--- src/hdl/bprq_pkg.sv ---
// Shared types, sizes and codes of the bounded priority ready queue.
package bprq_pkg;

  localparam int unsigned QUEUE_DEPTH = 16;
  localparam int unsigned IDX_W = (QUEUE_DEPTH > 1) ? $clog2(QUEUE_DEPTH) : 1;
  localparam int unsigned CNT_W = $clog2(QUEUE_DEPTH + 1);

  localparam logic [1:0] REQ_ENQ   = 2'd0;
  localparam logic [1:0] REQ_DEQ   = 2'd1;
  localparam logic [1:0] REQ_PURGE = 2'd2;

  localparam logic [1:0] ST_DONE = 2'd0;
  localparam logic [1:0] ST_FULL = 2'd1;
  localparam logic [1:0] ST_MISS = 2'd2;

  typedef struct packed {
    logic [1:0] req_type;
    logic [7:0] proc_id;
    logic [7:0] proc_priority;
  } req_t;

  typedef struct packed {
    logic [1:0] status;
    logic [7:0] out_id;
    logic [7:0] out_priority;
    logic [4:0] entry_count;
    logic       is_empty;
  } rsp_t;

  typedef struct packed {
    logic [7:0] id;
    logic [7:0] pri;
  } entry_t;

endpackage

--- src/hdl/bprq_ram.sv ---
// Generic single-write, single-read RAM with a registered read port.
module bprq_ram #(
  parameter int unsigned WIDTH = 16,
  parameter int unsigned DEPTH = 16
) (
  input  logic                                       clk_i,
  input  logic                                       we_i,
  input  logic [((DEPTH > 1) ? $clog2(DEPTH) : 1)-1:0] waddr_i,
  input  logic [WIDTH-1:0]                           wdata_i,
  input  logic [((DEPTH > 1) ? $clog2(DEPTH) : 1)-1:0] raddr_i,
  output logic [WIDTH-1:0]                           rdata_o
);

  logic [WIDTH-1:0] mem_q [DEPTH];

  always_ff @(posedge clk_i) begin
    if (we_i) begin
      mem_q[waddr_i] <= wdata_i;
    end
    rdata_o <= mem_q[raddr_i];
  end

endmodule

--- src/hdl/bounded_priority_ready_queue_top.sv ---
// Top level of the bounded priority ready queue: sequencer, entry store and APB register.
// The queue holds up to QUEUE_DEPTH entries in a RAM in arrival order and serves one request
// at a time. An enqueue writes the RAM on acceptance and goes through the done state to the
// output register. A dequeue or purge walks the RAM through its single registered read port:
// it reads the scanned entries one a cycle (only the head for a FIFO-mode dequeue, all held
// entries for a priority dequeue, up to and through the last one for a purge), then closes
// the gap by reading and rewriting every entry behind the removed one, and then waits in the
// done state until the output register is free. The input is stalled while a request is in
// progress; the result sits in an output register, so a new request may be accepted while
// the previous result waits.
module bounded_priority_ready_queue_top
  import bprq_pkg::*;
(
  input  logic        clk_i,
  input  logic        rst_ni,
  input  logic        in_valid_i,
  output logic        in_stall_o,
  input  req_t        in_data_i,
  output logic        out_valid_o,
  input  logic        out_stall_i,
  output rsp_t        out_data_o,
  input  logic        psel,
  input  logic        penable,
  input  logic        pwrite,
  input  logic [2:0]  paddr,
  input  logic [31:0] pwdata,
  output logic [31:0] prdata,
  output logic        pready
);

  localparam logic [1:0] S_IDLE  = 2'd0;
  localparam logic [1:0] S_SCAN  = 2'd1;
  localparam logic [1:0] S_SHIFT = 2'd2;
  localparam logic [1:0] S_DONE  = 2'd3;

  logic [1:0]       state_q, state_d;
  req_t             req_q, req_d;
  logic [CNT_W-1:0] occ_q, occ_d;
  logic [CNT_W-1:0] rd_idx_q, rd_idx_d;
  logic [CNT_W-1:0] data_idx_q, data_idx_d;
  logic             rd_pend_q, rd_pend_d;
  logic             scan_more_q, scan_more_d;
  logic [CNT_W-1:0] pick_q, pick_d;
  entry_t           pick_ent_q, pick_ent_d;
  logic             found_q, found_d;
  logic [1:0]       status_q, status_d;
  logic             out_valid_q, out_valid_d;
  rsp_t             out_q, out_d;
  logic             fifo_mode_q;

  logic             ram_we;
  logic [IDX_W-1:0] ram_waddr;
  entry_t           ram_wdata;
  entry_t           ram_rdata;

  logic             in_acc;
  logic             cfg_wr;
  logic [CNT_W-1:0] scan_last;
  logic             take;
  logic             found_n;
  logic [CNT_W-1:0] pick_n;
  logic [CNT_W-1:0] pick_n1;

  bprq_ram #(
    .WIDTH($bits(entry_t)),
    .DEPTH(QUEUE_DEPTH)
  ) u_ram (
    .clk_i  (clk_i),
    .we_i   (ram_we),
    .waddr_i(ram_waddr),
    .wdata_i(ram_wdata),
    .raddr_i(rd_idx_q[IDX_W-1:0]),
    .rdata_o(ram_rdata)
  );

  assign pready = 1'b1;
  assign cfg_wr = psel && penable && pwrite && !paddr[2];
  assign prdata = paddr[2] ? 32'd0 : {31'd0, fifo_mode_q};

  always_ff @(posedge clk_i or negedge rst_ni) begin
    if (!rst_ni) begin
      fifo_mode_q <= 1'b0;
    end else if (cfg_wr) begin
      fifo_mode_q <= pwdata[0];
    end
  end

  assign in_stall_o  = (state_q != S_IDLE);
  assign in_acc      = in_valid_i && !in_stall_o;
  assign out_valid_o = out_valid_q;
  assign out_data_o  = out_q;

  assign scan_last = (req_q.req_type == REQ_DEQ && fifo_mode_q) ? '0 : occ_q - 1'b1;

  always_comb begin
    take = 1'b0;
    if (rd_pend_q) begin
      if (req_q.req_type == REQ_DEQ) begin
        take = (data_idx_q == '0) || (ram_rdata.pri < pick_ent_q.pri);
      end else begin
        take = !found_q && (ram_rdata.id == req_q.proc_id);
      end
    end
  end

  assign found_n = found_q || take;
  assign pick_n  = take ? data_idx_q : pick_q;
  assign pick_n1 = pick_n + 1'b1;

  always_comb begin
    state_d     = state_q;
    req_d       = req_q;
    occ_d       = occ_q;
    rd_idx_d    = rd_idx_q;
    data_idx_d  = data_idx_q;
    rd_pend_d   = 1'b0;
    scan_more_d = scan_more_q;
    pick_d      = pick_q;
    pick_ent_d  = pick_ent_q;
    found_d     = found_q;
    status_d    = status_q;
    out_valid_d = out_valid_q && out_stall_i;
    out_d       = out_q;
    ram_we      = 1'b0;
    ram_waddr   = occ_q[IDX_W-1:0];
    ram_wdata   = '{id: in_data_i.proc_id, pri: in_data_i.proc_priority};

    case (state_q)
      S_IDLE: begin
        if (in_acc) begin
          req_d       = in_data_i;
          pick_d      = '0;
          pick_ent_d  = '0;
          found_d     = 1'b0;
          rd_idx_d    = '0;
          scan_more_d = 1'b1;
          status_d    = ST_MISS;
          state_d     = S_DONE;
          case (in_data_i.req_type)
            REQ_ENQ: begin
              if (occ_q < CNT_W'(QUEUE_DEPTH)) begin
                ram_we   = 1'b1;
                occ_d    = occ_q + 1'b1;
                status_d = ST_DONE;
              end else begin
                status_d = ST_FULL;
              end
            end
            REQ_DEQ, REQ_PURGE: begin
              if (occ_q != '0) begin
                state_d = S_SCAN;
              end
            end
            default: begin
              status_d = ST_MISS;
            end
          endcase
        end
      end
      S_SCAN: begin
        if (scan_more_q) begin
          rd_pend_d   = 1'b1;
          data_idx_d  = rd_idx_q;
          rd_idx_d    = rd_idx_q + 1'b1;
          scan_more_d = (rd_idx_q != scan_last);
        end
        if (take) begin
          pick_d     = data_idx_q;
          pick_ent_d = ram_rdata;
          found_d    = 1'b1;
        end
        if (rd_pend_q && data_idx_q == scan_last) begin
          if (found_n) begin
            rd_idx_d    = pick_n1;
            scan_more_d = (pick_n1 < occ_q);
            state_d     = S_SHIFT;
          end else begin
            status_d = ST_MISS;
            state_d  = S_DONE;
          end
        end
      end
      S_SHIFT: begin
        if (scan_more_q) begin
          rd_pend_d   = 1'b1;
          data_idx_d  = rd_idx_q;
          rd_idx_d    = rd_idx_q + 1'b1;
          scan_more_d = ((rd_idx_q + 1'b1) < occ_q);
        end
        if (rd_pend_q) begin
          ram_we    = 1'b1;
          ram_waddr = IDX_W'(data_idx_q - 1'b1);
          ram_wdata = ram_rdata;
        end
        if (!scan_more_q && !rd_pend_q) begin
          occ_d    = occ_q - 1'b1;
          status_d = ST_DONE;
          state_d  = S_DONE;
        end
      end
      S_DONE: begin
        if (!out_valid_q || !out_stall_i) begin
          out_valid_d       = 1'b1;
          out_d.status      = status_q;
          out_d.out_id      = pick_ent_q.id;
          out_d.out_priority = pick_ent_q.pri;
          out_d.entry_count = 5'(occ_q);
          out_d.is_empty    = (occ_q == '0);
          state_d           = S_IDLE;
        end
      end
      default: begin
        state_d = S_IDLE;
      end
    endcase
  end

  always_ff @(posedge clk_i or negedge rst_ni) begin
    if (!rst_ni) begin
      state_q     <= S_IDLE;
      occ_q       <= '0;
      rd_pend_q   <= 1'b0;
      scan_more_q <= 1'b0;
      found_q     <= 1'b0;
      out_valid_q <= 1'b0;
    end else begin
      state_q     <= state_d;
      occ_q       <= occ_d;
      rd_pend_q   <= rd_pend_d;
      scan_more_q <= scan_more_d;
      found_q     <= found_d;
      out_valid_q <= out_valid_d;
    end
  end

  always_ff @(posedge clk_i) begin
    req_q      <= req_d;
    rd_idx_q   <= rd_idx_d;
    data_idx_q <= data_idx_d;
    pick_q     <= pick_d;
    pick_ent_q <= pick_ent_d;
    status_q   <= status_d;
    out_q      <= out_d;
  end

  a_occ_bound: assert property (@(posedge clk_i) disable iff (!rst_ni)
    occ_q <= CNT_W'(QUEUE_DEPTH))
    else $error("Occupancy exceeds the queue depth.");

  a_occ_step: assert property (@(posedge clk_i) disable iff (!rst_ni)
    (occ_q != $past(occ_q)) |-> (occ_q == $past(occ_q) + 1'b1 ||
                                 occ_q == $past(occ_q) - 1'b1))
    else $error("Occupancy moved by more than one entry.");

  a_full_beat: assert property (@(posedge clk_i) disable iff (!rst_ni)
    ($rose(out_valid_q) && out_q.status == ST_FULL) |-> (occ_q == CNT_W'(QUEUE_DEPTH)))
    else $error("Full status reported while the queue has room.");

  a_miss_zero: assert property (@(posedge clk_i) disable iff (!rst_ni)
    (out_valid_q && out_q.status != ST_DONE) |->
      (out_q.out_id == 8'd0 && out_q.out_priority == 8'd0))
    else $error("A failed request carries a removed entry.");

endmodule
--- config.mk ---
export PLATFORM = sky130hd
export DESIGN_NAME = bounded_priority_ready_queue_top
export DESIGN_NICKNAME = d
export VERILOG_FILES = /design/src/hdl/bprq_pkg.sv /design/src/hdl/bprq_ram.sv /design/src/hdl/bounded_priority_ready_queue_top.sv
export SDC_FILE = /design/constraint.sdc
export NUM_CORES = 1
export LEC_CHECK = 0
export ABC_AREA = 0
export BUFFER_PORTS_ARGS = -buffer_cell sky130_fd_sc_hd__buf_2
export CORE_MARGIN = 2
export CORE_UTILIZATION = 35
export CTS_CLUSTER_SIZE = 10
export DETAILED_ROUTE_END_ITERATION = 8
export GPL_TIMING_DRIVEN = 0
export PLACE_DENSITY_LB_ADDON = 0.12
export SKIP_CTS_REPAIR_TIMING = 1
export SLEW_MARGIN = 20
export SYNTH_ARGS = -nofsm -noshare
export SYNTH_HDL_FRONTEND = slang
export SYNTH_SLANG_ARGS = --single-unit
export TNS_END_PERCENT = 20
--- constraint.sdc ---
create_clock -name clk_i -period 5.3 [get_ports clk_i]
set_input_delay 0.795 -clock clk_i [delete_from_list [all_inputs] [get_ports clk_i]]
set_output_delay 0.795 -clock clk_i [all_outputs]
set_load 0.05 [all_outputs]
* Yosys cells after proc, flatten, opt, wreduce, memory -nomap -nowiden
Memory sizes are Yosys's and may differ from the RTL's. A register that Yosys moved wholly into a read port is not among the register bits. Index checks and enable logic that the tools add are counted.
Word-level totals: RAM bits 256, bits of input ports 60, register bits after elaboration 79, logic and storage cells 144, memories kept 1
Operators by class: reductions and logical operators 39, multiplexer cells 58, $add $sub $neg 5, order comparisons 4, eq/ne operators 17
Memory list:
- u_ram.mem_q | words 16, bits a word 16, rd ports 1, clocked after memory_dff 1, write ports 1, line bprq_ram.sv:14 | logic [WIDTH-1:0] mem_q [DEPTH];
Operators with widths (number):
- $mux 16 | 4
- $mux 5 | 10
- $pmux 16 s2 | 1
- $mux 1 | 22
- $mux 2 | 11
- $pmux 5 s2 | 2
- $add 5x1->5 const B | 3
- $pmux 5 s3 | 1
- $ne 2x2->1 const B | 7
- $logic_not 5->1 | 2
- $lt 5x5->1 | 2
- $reduce_and 2->1 | 5
- $reduce_and 5->1 | 2
- $logic_and 1x1->1 | 9
- $eq 8x8->1 | 1
- $lt 8x8->1 | 1
- $mux 4 | 2
- $pmux 2 s4 | 1
- $logic_not 1->1 | 7
- $eq 2x1->1 const B | 3
- $eq 2x2->1 const B | 3
- $pmux 2 s3 | 1
- $reduce_bool 2->1 | 3
- $eq 5x5->1 | 1
- other kinds (14) | 19

* Longest topological paths before layout
Gate-level depths: netlist of run 1.
depth in word-level cells 10, gate-level depth with buffers 19

* Modules after synthesis
Synthesis of run 1 repeated with hierarchy kept, for this count alone.
Unflattened totals: cells, all modules 855, area, all modules 14846.7 um^2
Modules (own cells, without submodules):
- bprq_ram | sequential area each 8007.7 um^2, instances 1, area an instance 10042.1 um^2, cells each 432
- bounded_priority_ready_queue_top | sequential area each 2312.2 um^2, instances 1, area an instance 4804.6 um^2, cells each 423

* Worst setup path before layout of run 1
No wires, ideal clock.
path kind reg-to-reg, start point reg data_idx_q[0], end point reg scan_more_q, path slack 1.397 ns, path buffers 2, setup time 0.064 ns, cell stages (with the launch flop) 20, data arrival time 3.838 ns, path through edfxtp_1 buf_2 inv_1 ha_1 nor4b_1 o2111ai_1 nor2_1 a2bb2oi_1 buf_2 nand2_1 o21ai_0 ha_1 xnor2_1 ha_1 a21o_1 a21o_1 a2111oi_0 nand4b_1 a31oi_1 a211o_1
Between the ends: word-level cells in the longest chain between the ends 10, elaborated cells between the ends (all ways) 13, those cells by class add/sub: 1; order compare: 1; eq/ne: 1; mux: 6; reduce/logical: 4
Ends and longest elaborated chain:
- start: declaration | line bounded_priority_ready_queue_top.sv:40 | logic [CNT_W-1:0] data_idx_q, data_idx_d;
- start signal: assignment | line bounded_priority_ready_queue_top.sv:239 | data_idx_q <= data_idx_d;
- $logic_not 5->1 | line bounded_priority_ready_queue_top.sv:99 | take = (data_idx_q == '0) || (ram_rdata.pri < pick_ent_q.pri);
- $logic_or 1x1->1 | line bounded_priority_ready_queue_top.sv:99
- $mux 1 | line bounded_priority_ready_queue_top.sv:98 | if (req_q.req_type == REQ_DEQ) begin
- $mux 1 | line bounded_priority_ready_queue_top.sv:97 | if (rd_pend_q) begin
- $mux 5
- net pick_n[1] | line bounded_priority_ready_queue_top.sv:61 | logic [CNT_W-1:0] pick_n;
- $add 5x1->5 | line bounded_priority_ready_queue_top.sv:108 | assign pick_n1 = pick_n + 1'b1;
- $lt 5x5->1 | line bounded_priority_ready_queue_top.sv:175 | scan_more_d = (pick_n1 < occ_q);
- $mux 1 | line bounded_priority_ready_queue_top.sv:173 | if (found_n) begin
- $mux 1 | line bounded_priority_ready_queue_top.sv:172 | if (rd_pend_q && data_idx_q == scan_last) begin
- $pmux 1 s3 | line bounded_priority_ready_queue_top.sv:128 | case (state_q)
- end signal: assignment | line bounded_priority_ready_queue_top.sv:230 | scan_more_q <= scan_more_d;
- end: declaration | line bounded_priority_ready_queue_top.sv:42 | logic scan_more_q, scan_more_d;
The timed path passes the listed nets, and every way through them passes these cells. A chain may end at the register's enable or synchronous reset.

* Worst setup path after layout of run 1
start point reg data_idx_q[1], end point reg scan_more_q
Between the ends: word-level cells in the longest chain between the ends 10, elaborated cells between the ends (all ways) 13, those cells by class add/sub: 1; order compare: 1; eq/ne: 1; mux: 6; reduce/logical: 4
Ends and longest elaborated chain (line):
- $logic_not 5->1 | bounded_priority_ready_queue_top.sv:99
- $logic_or 1x1->1 | bounded_priority_ready_queue_top.sv:99
- $mux 1 | bounded_priority_ready_queue_top.sv:98
- $mux 1 | bounded_priority_ready_queue_top.sv:97
- $mux 5 (*)
- net pick_n[1] | bounded_priority_ready_queue_top.sv:61
- $add 5x1->5 (*) | bounded_priority_ready_queue_top.sv:108
- $lt 5x5->1 (*) | bounded_priority_ready_queue_top.sv:175
- $mux 1 (*) | bounded_priority_ready_queue_top.sv:173
- $mux 1 (*) | bounded_priority_ready_queue_top.sv:172
- $pmux 1 s3 (*) | bounded_priority_ready_queue_top.sv:128
The timed path passes the listed nets; every way through them passes the cells marked *.

==> results of run 1 <==
## power groups by stage
stage | registers (W) | logic [W] | clock network [W]
global placement | 0.00402 | 0.00325 | 0
global route | 0.00399 | 0.00366 | 0.00287
CTS | 0.00395 | 0.00341 | 0.00276
floorplan | 0.00411 | 0.00213 | 0
finish | 0.00394 | 0.00336 | 0.00269
detailed placement | 0.00400 | 0.00339 | 0
## cell type report
class / instances / area, µm²
multi-input cells: 404 / 4200
well taps: 539 / 674
flip-flops and latches: 351 / 10300
clock buffers: 69 / 1180
fillers: 3721 / 24200
clock inverters: 7 / 106
inverters: 29 / 109
repair buffers: 66 / 594
plain buffers: 69 / 403
## registers in the layout, indices dropped and copies added, names as in the netlist, 2 cells and up
name,cells
data_idx_q,5
req_q,10
u_ram.mem_q,256
state_q,2
pick_q,5
out_data_o,24
u_ram.rdata_o,16
pick_ent_q,16
status_q,2
rd_idx_q,5
occ_q,5
## how the worst min path moves through the flow
stage | startpoint | endpoint | cells after the start
after floorplan | pick_ent_q[8] | out_data_o[14] | 0
after CTS | rst_ni | scan_more_q | 1
after global routing | rst_ni | scan_more_q | 1
final | rst_ni | scan_more_q | 1
after detailed placement | pick_ent_q[10] | out_data_o[16] | 0
after global placement | status_q[0] | out_data_o[22] | 0
## synth_stat cells (all sizes together) (2+ instances only)
library cell	count
a2111oi	2
a211o	3
a21boi	3
a21o	5
a21oi	6
a2bb2oi	2
a31oi	7
and2	21
buf	49
clkbuf	20
conb	2
dfrtp	12
dfxtp	16
edfxtp	323
ha	28
inv	29
mux2	20
mux2i	11
mux4	80
nand2	25
nand2b	2
nand3	14
nand4	7
nand4b	3
nor2	35
nor2b	2
nor3	8
nor3b	3
nor4	2
nor4b	3
nor4bb	2
o2111ai	3
o21a	4
o21ai	19
o22ai	4
o31ai	3
o32a	2
or4	2
xnor2	14
xor2	21
## cell families after synthesis
kind of cell               after synthesis
adders and majority gates               28
buffers and inverters                   98
AOI/OAI and AO/OA                       66
other                                    2
and+or+nand+nor                        132
DFF                                    351
muxes                                  111
xor gates and xnor gates                35
## through the flow
step	total power [W]	setup slack, ps
6_report	0.0100	395
5_1_grt	0.0105	90.9
4_1_cts	0.0101	67.0
3_5_place_dp	0.00740	119
3_3_place_gp	0.00727	27.3
2_1_floorplan	0.00625	1400
## per-layer routing
metal | share of wire [%] | global-route usage [%]
met1 | 45 | 23.7
met2 | 48 | 27.8
met3 | 4.3 | 2.59
met4 | 2.1 | 5.62
met5 | 0 | 0
==> metrics.md, run 1 <==
| Metric | Value |
|---|---|
| Commonest cells after routing, fill and taps aside | edfxtp_1 (323), mux4_2 (80), buf_2 (64) |
| Final Slew Violations | 0 |
| 1st-pass router iterations | 5 |
| RR Startpoint | data_idx_q[1] |
| Crit path required time | 5800 ps |
| Worst reg2reg setup slack | 390 ps |
| Worst-case reg-to-reg path depth | 17 |
| Initial core utilization | 35.4% |
| Clock Skew | 19.3 ps |
| Final Cell Area | 17600 µm² |
| Status | completed |
| Arr. time, crit path | 5410 ps |
| Reg-to-Reg End | scan_more_q |
| Gpl congestion | 0.805 |
| Seq pwr share | 39.4% |
| DRT iter0 DRCs | 641 |
| Syn avg cell area | 18.0 µm² |
| Port bufs | 53 |
| Async SR Flop Fraction | 3.42% |
| Clk_lat worst skew | 570 ps |
| Critical Path Sink | scan_more_q |
| Origin of the worst setup path | data_idx_q[1] |
| Peak VDD IR | 0.000252 V |
| Synth Area in Simple Gates | 4.71% |
| Overflow after GRT | 0 |
| Endpoints failing hold | 0 |
| CTS buffer count | 42 |
| Hold crit path type | input port to async pin |
| Post-synthesis compound-gate area fraction | 3.03% |
| Crit-path slowest cell | a2111oi_0 |
| Synth warn | 0 |
| CP peak stage delay | 690 ps |
| Initial antenna violation count | 0 |
| CP bufs+invs | 2 |
| Sw frac | 34.8% |
| RSZ-0062 raised after global routing | false |
| Vias in the first global route | 7947 |
| Int Pwr | 0.00652 W |
| Setup TNS | 0 ps |
| All-Layer GR Usage | 17.1% |
| Area share of the leading cell type in the synthesized netlist | 65.7% |
| Die Span Y | 209 µm |
| Max FO, Critical Path | 10 |
| Post-detail-place hpwl | 23700 µm |
| XOR/XNOR Fraction of Synth Area | 2.08% |
| CP Cell Sequence | inv_1, ha_1, nor4b_2, a211oi_1, nor2_1, a2bb2oi_1, buf_2, o21ai_0, ha_1, xnor2_1, ha_1, a21o_1, a21o_1, a2111oi_0, nand4_1, a31oi_1, a211o_1 |
| Family with the most delay on the worst path | compound AO/OA/AOI/OAI gates |
| Net switching power | 0.00348 W |
| Clock power frac | 26.9% |
| Max-cap viol count | 0 |
| Num ports | 119 |
| Final min period | 4910 ps |
| Unique masters post-synth | 54 |
| Comb pwr share | 33.6% |
| Fraction of the yosys area taken by sequential cells | 69.9% |
| Area delta synth->final | 19.1% |
| First-pass GRT wire length | 54000 µm |
| Crit path depth | 17 |
| Routed WL per cell | 23.8 µm |
| Mux cell area share after synthesis | 14.5% |
| Final Non-Filler Cells | 1534 |
| Slew @ Worst Pin | 1050 ps |
| Core ar. | 41800 µm² |
| FP Rows | 75 |
| Clock buffer depth | 3 |
| CTS tree | done |
| Max-slew headroom | 29.5% |
| H-tree depth | 2 |
| Yosys reg bits | 351 |
| Largest net degree at the start of global routing | 17 |
| Ant. Diodes | 0 |
| Root buffer cell | clkbuf_16 |
| WL final | 36500 µm |
| Adder-Cell Fraction of Synth Area | 2.37% |
| # nets final | 1051 |
| Post-synth EDFFs | 323 |
| Count of final setup violators | 0 |
| Final period util | 92.6% |
| DIE AREA | 43900 µm² |
| Final hold slack | 140 ps |
| Largest family of logic cells by synthesized area | multiplexers |
| Most used DFF post-synth | edfxtp_1 |
| DP Cell Count | 1458 |
| Most common cell after layout, fill and taps aside | edfxtp_1 |
| Synthesized area | 14800 µm² |
| Largest cells by area after synthesis | edfxtp_1 (66%), mux4_2 (12%), ha_1 (2.4%) |
| Final Util | 42.1% |
| DRC viols | 0 |
| P_leak | 6.05 nW |
| Syn Inst Count | 823 |
| Share of layout cells above drive strength 1 | 28.5% |
| Clk sinks | 351 |
| Total number of vias | 7710 |
| Largest area contributor in the netlist | edfxtp_1 |
| Max Fclk | 204 MHz |
| Die width | 209 µm |
| Routed Antenna Nets | 0 |
| Setup crit start kind | flip-flop |
| Clock transition at path regs | 60 ps |
| Cell Pwr Density | 568 nW/µm² |
| Most common cell on crit path | ha_1 |
| Endpoint type of the worst setup path | flip-flop |
| Crit path kind | flip-flop to flip-flop |
| Vias per cell | 5.03 |
| Placed instance area | 16300 µm² |
(Power assumes the default switching activity.)
==> run 2: changes to the inputs <==
SYNTH_HIERARCHICAL = 1   (was default)
==> run 2 against run 1 <==
Effect of this change:
- count of clock-buffer cells in the layout shrank 5
- hold slack is essentially flat
- area after synthesis grew 0.50%
- first-iteration DRC count shrank 18%
- non-clock buffer count grew 10
- power shrank 1.0%
- sequential share of layout area grew 0.55 points
- synthesized cell count grew 3.9%
- clock skew grew 23 ps
- final area shrank 0.93%
- combinational power grew 1%
- global-route usage shrank 1.2 points
- critical path type unchanged
- largest cell class unchanged
==> metrics.md, run 2 <==
| Metric | Value |
|---|---|
| CP bufs+invs | 2 (unchanged) |
| Commonest cells after routing, fill and taps aside | edfxtp_1 (323), buf_2 (57), mux4_2 (54) |
| Synth cell count leaders | edfxtp_1 (323), mux4_2 (54), nand2_1 (37) |
| Largest register FFs | 256 (unchanged) |
| Die Span Y | 210 µm (+0.25%) |
| Routed WL per cell | 21.7 µm (-8.8%) |
| Largest net degree at the start of global routing | 17 (unchanged) |
| # nets final | 1089 (+3.6%) |
| Slew @ Worst Pin | 920 ps (-133 ps) |
| Setup WS post-layout | 1390 ps (+997 ps) |
| Endpoint type of the worst setup path | flip-flop |
| All-Layer GR Usage | 15.9% (-1.2 points) |
| Share of layout cells above drive strength 1 | 27.0% (-1.5 points) |
| Largest cells by area after synthesis | edfxtp_1 (65%), mux4_2 (8.2%), ha_1 (2.4%) |
| Crit-path slowest cell | edfxtp_1 |
| Family with the most delay on the worst path | compound AO/OA/AOI/OAI gates |
| Cell Pwr Density | 568 nW/µm² (about the same) |
| Port bufs | 53 (unchanged) |
| P_leak | 6.02 nW (-0.46%) |
| Seq pwr share | 39.2% (-0.2 points) |
| Count of final setup violators | 0 (unchanged) |
| XOR/XNOR Fraction of Synth Area | 2.17% (+0.099 points) |
| Adder-Cell Fraction of Synth Area | 2.36% (-0.012 points) |
| Clock transition at path regs | 70 ps (about the same) |
| Sw frac | 34.9% (+0.14 points) |
| Setup crit start kind | flip-flop |
| Status | completed |
| Max-slew headroom | 38.6% (+9.2 points) |
| Vias per cell | 4.96 (-1.3%) |
| CP peak stage delay | 510 ps (-180 ps) |
| Clock power frac | 26.4% (-0.5 points) |
| Layout filler cell count | 3782 (+1.6%) |
| Most used DFF post-synth | edfxtp_1 |
| Comb pwr share | 34.3% (+0.7 points) |
| WL final | 34000 µm (-7.0%) |
| Largest area contributor in the netlist | edfxtp_1 |
| Largest family of logic cells by synthesized area | multiplexers |
| Most common cell on crit path | ha_1 |
| Setup slack at placement | 1330 ps (+1210 ps) |
| Final min period | 3910 ps (-997 ps) |
| Max Fclk | 256 MHz (+26%) |
| Area delta synth->final | 17.4% |
| Initial antenna violation count | 0 (unchanged) |
| Arr. time, crit path | 4370 ps (-1040 ps) |
| Initial core utilization | 35.4% (about the same) |
| Synth warn | 6 (+6) |
| Root buffer cell | clkbuf_16 |
| Gpl congestion | 0.730 (-9.3%) |
| Synth Area in Simple Gates | 5.28% (+0.57 points) |
| Synthesized area | 14800 µm² (+0.50%) |
| Vias in the first global route | 8048 (+1.3%) |
| Final period util | 73.7% (-19 points) |
| Area share of the leading cell type in the synthesized netlist | 65.3% (-0.33 points) |
| Overflow after GRT | 0 (unchanged) |
| Yosys reg bits | 351 (unchanged) |
| First-pass GRT wire length | 51600 µm (-4.4%) |
| Mux cell area share after synthesis | 11.8% (-2.7 points) |
| Crit path required time | 5770 ps (-30 ps) |
| Most common cell in the netlist | edfxtp_1 |
| Post-detail-place hpwl | 23900 µm (+0.87%) |
| Endpoints failing hold | 0 (unchanged) |
| Async SR Flop Fraction | 3.42% (unchanged) |
| Max-cap viol count | 0 (unchanged) |
| Int Pwr | 0.00644 W (-1.2%) |
| Net switching power | 0.00345 W (-0.60%) |
| Total number of vias | 7762 (+0.67%) |
| FP Rows | 75 (unchanged) |
| Crit path kind | flip-flop to flip-flop |
| DRT iter0 DRCs | 523 (-18%) |
| Core ar. | 41900 µm² (+0.45%) |
| Clock Skew | 42.3 ps (+23.0 ps) |
| Max FO, Critical Path | 10 (unchanged) |
| CTS tree | done |
| Die width | 210 µm (+0.25%) |
| Post-synthesis compound-gate area fraction | 4.76% (+1.7 points) |
| Hold crit path type | input port to async pin |
| 1st-pass router iterations | 6 (+1) |
| Worst reg2reg setup slack | 1390 ps (+1000 ps) |
| H-tree depth | 2 (unchanged) |
| Fraction of the yosys area taken by sequential cells | 69.5% (-0.35 points) |
| Setup TNS | 0 ps (unchanged) |
| Peak VDD IR | 0.000187 V (-26%) |
| Syn Inst Count | 855 (+3.9%) |
| DRC viols | 0 (unchanged) |
| DIE AREA | 44100 µm² (+0.49%) |
| CP Cell Sequence | inv_2, ha_1, nor4b_1, or2_2, o211ai_1, buf_2, mux2_2, ha_1, xor2_1, ha_1, a21oi_1, nor2b_1, o21ai_0, o2111ai_1, o21ai_1 |
| Clk_lat worst skew | 570 ps (about the same) |
| Post-synth EDFFs | 323 (unchanged) |
| Routed Antenna Nets | 0 (unchanged) |
| Final total power | 0.00990 W (-1.0%) |
| Num ports | 119 (unchanged) |
| Syn avg cell area | 17.4 µm² (-3.3%) |
| Clk sinks | 351 (unchanged) |
| Unique masters post-synth | 66 (+22%) |
| CTS buffer count | 42 (unchanged) |
| RSZ-0062 raised after global routing | false |
| Most common cell after layout, fill and taps aside | edfxtp_1 |
| Clock buffer depth | 3 (unchanged) |
| Ant. Diodes | 0 (unchanged) |
| Largest reg by FF count | u_ram/mem_q |
| Final Slew Violations | 0 (unchanged) |
## run 2: area by class of cell
cell class | count | area (µm²) | share of cell area, %
clock inverters | 5 | 55.1 | 0.316
repair buffers | 72 | 477 | 2.74
plain buffers | 73 | 508 | 2.91
inverters | 25 | 93.8 | 0.538
clock buffers | 64 | 1180 | 6.79
well taps | 539 | 674 | 3.87
multi-input cells | 436 | 4120 | 23.6
flip-flops and latches | 351 | 10300 | 59.2
## run 2: final timing paths
kind                                from              to  cells past startpoint
min in group clk_i         pick_ent_q[9]  out_data_o[15]                      0
min                               rst_ni        occ_q[1]                      1
max                        data_idx_q[0]     scan_more_q                     15
min reg2reg                pick_ent_q[9]  out_data_o[15]                      0
max in group asynchronous         rst_ni     fifo_mode_q                      1
max reg2reg                data_idx_q[0]     scan_more_q                     15
## run 2: metrics by stage
stage	hold WS [ps]	instances	area, µm²	utilization [%]
6_report	140	1565	17400	41.6
5_1_grt	137	1565	17400	41.6
4_1_cts	132	1565	17400	41.6
3_5_place_dp	405	1496	16200	38.6
3_3_place_gp	401	1477	15900	37.9
2_1_floorplan	400	885	15000	-
## run 2: power by group through the flow
stage | Combinational [W] | Clock, W | Sequential, W
4_1_cts | 0.00344 | 0.00270 | 0.00389
2_1_floorplan | 0.00218 | 0 | 0.00410
3_3_place_gp | 0.00334 | 0 | 0.00395
5_1_grt | 0.00374 | 0.00281 | 0.00393
6_report | 0.00340 | 0.00262 | 0.00388
3_5_place_dp | 0.00343 | 0 | 0.00395
## run 2: kinds of logic after synthesis
kind of cell / after synthesis
buffers and inverters: 98
other: 2
multiplexers: 89
XOR/XNOR: 36
AO/OA/AOI/OAI: 102
AND/OR/NAND/NOR: 149
flip-flops: 351
adder cells (fa/ha/maj): 28
## run 2: routing by layer
| layer | up-vias | GRT usage, % | share of wire (%) |
|---|---|---|---|
| li1 | 3587 | - | - |
| met1 | 3954 | 22.4 | 47 |
| met2 | 175 | 25.5 | 47 |
| met3 | 46 | 3.07 | 4.4 |
| met4 | 0 | 4.06 | 1.7 |
| met5 | - | 0 | 0 |
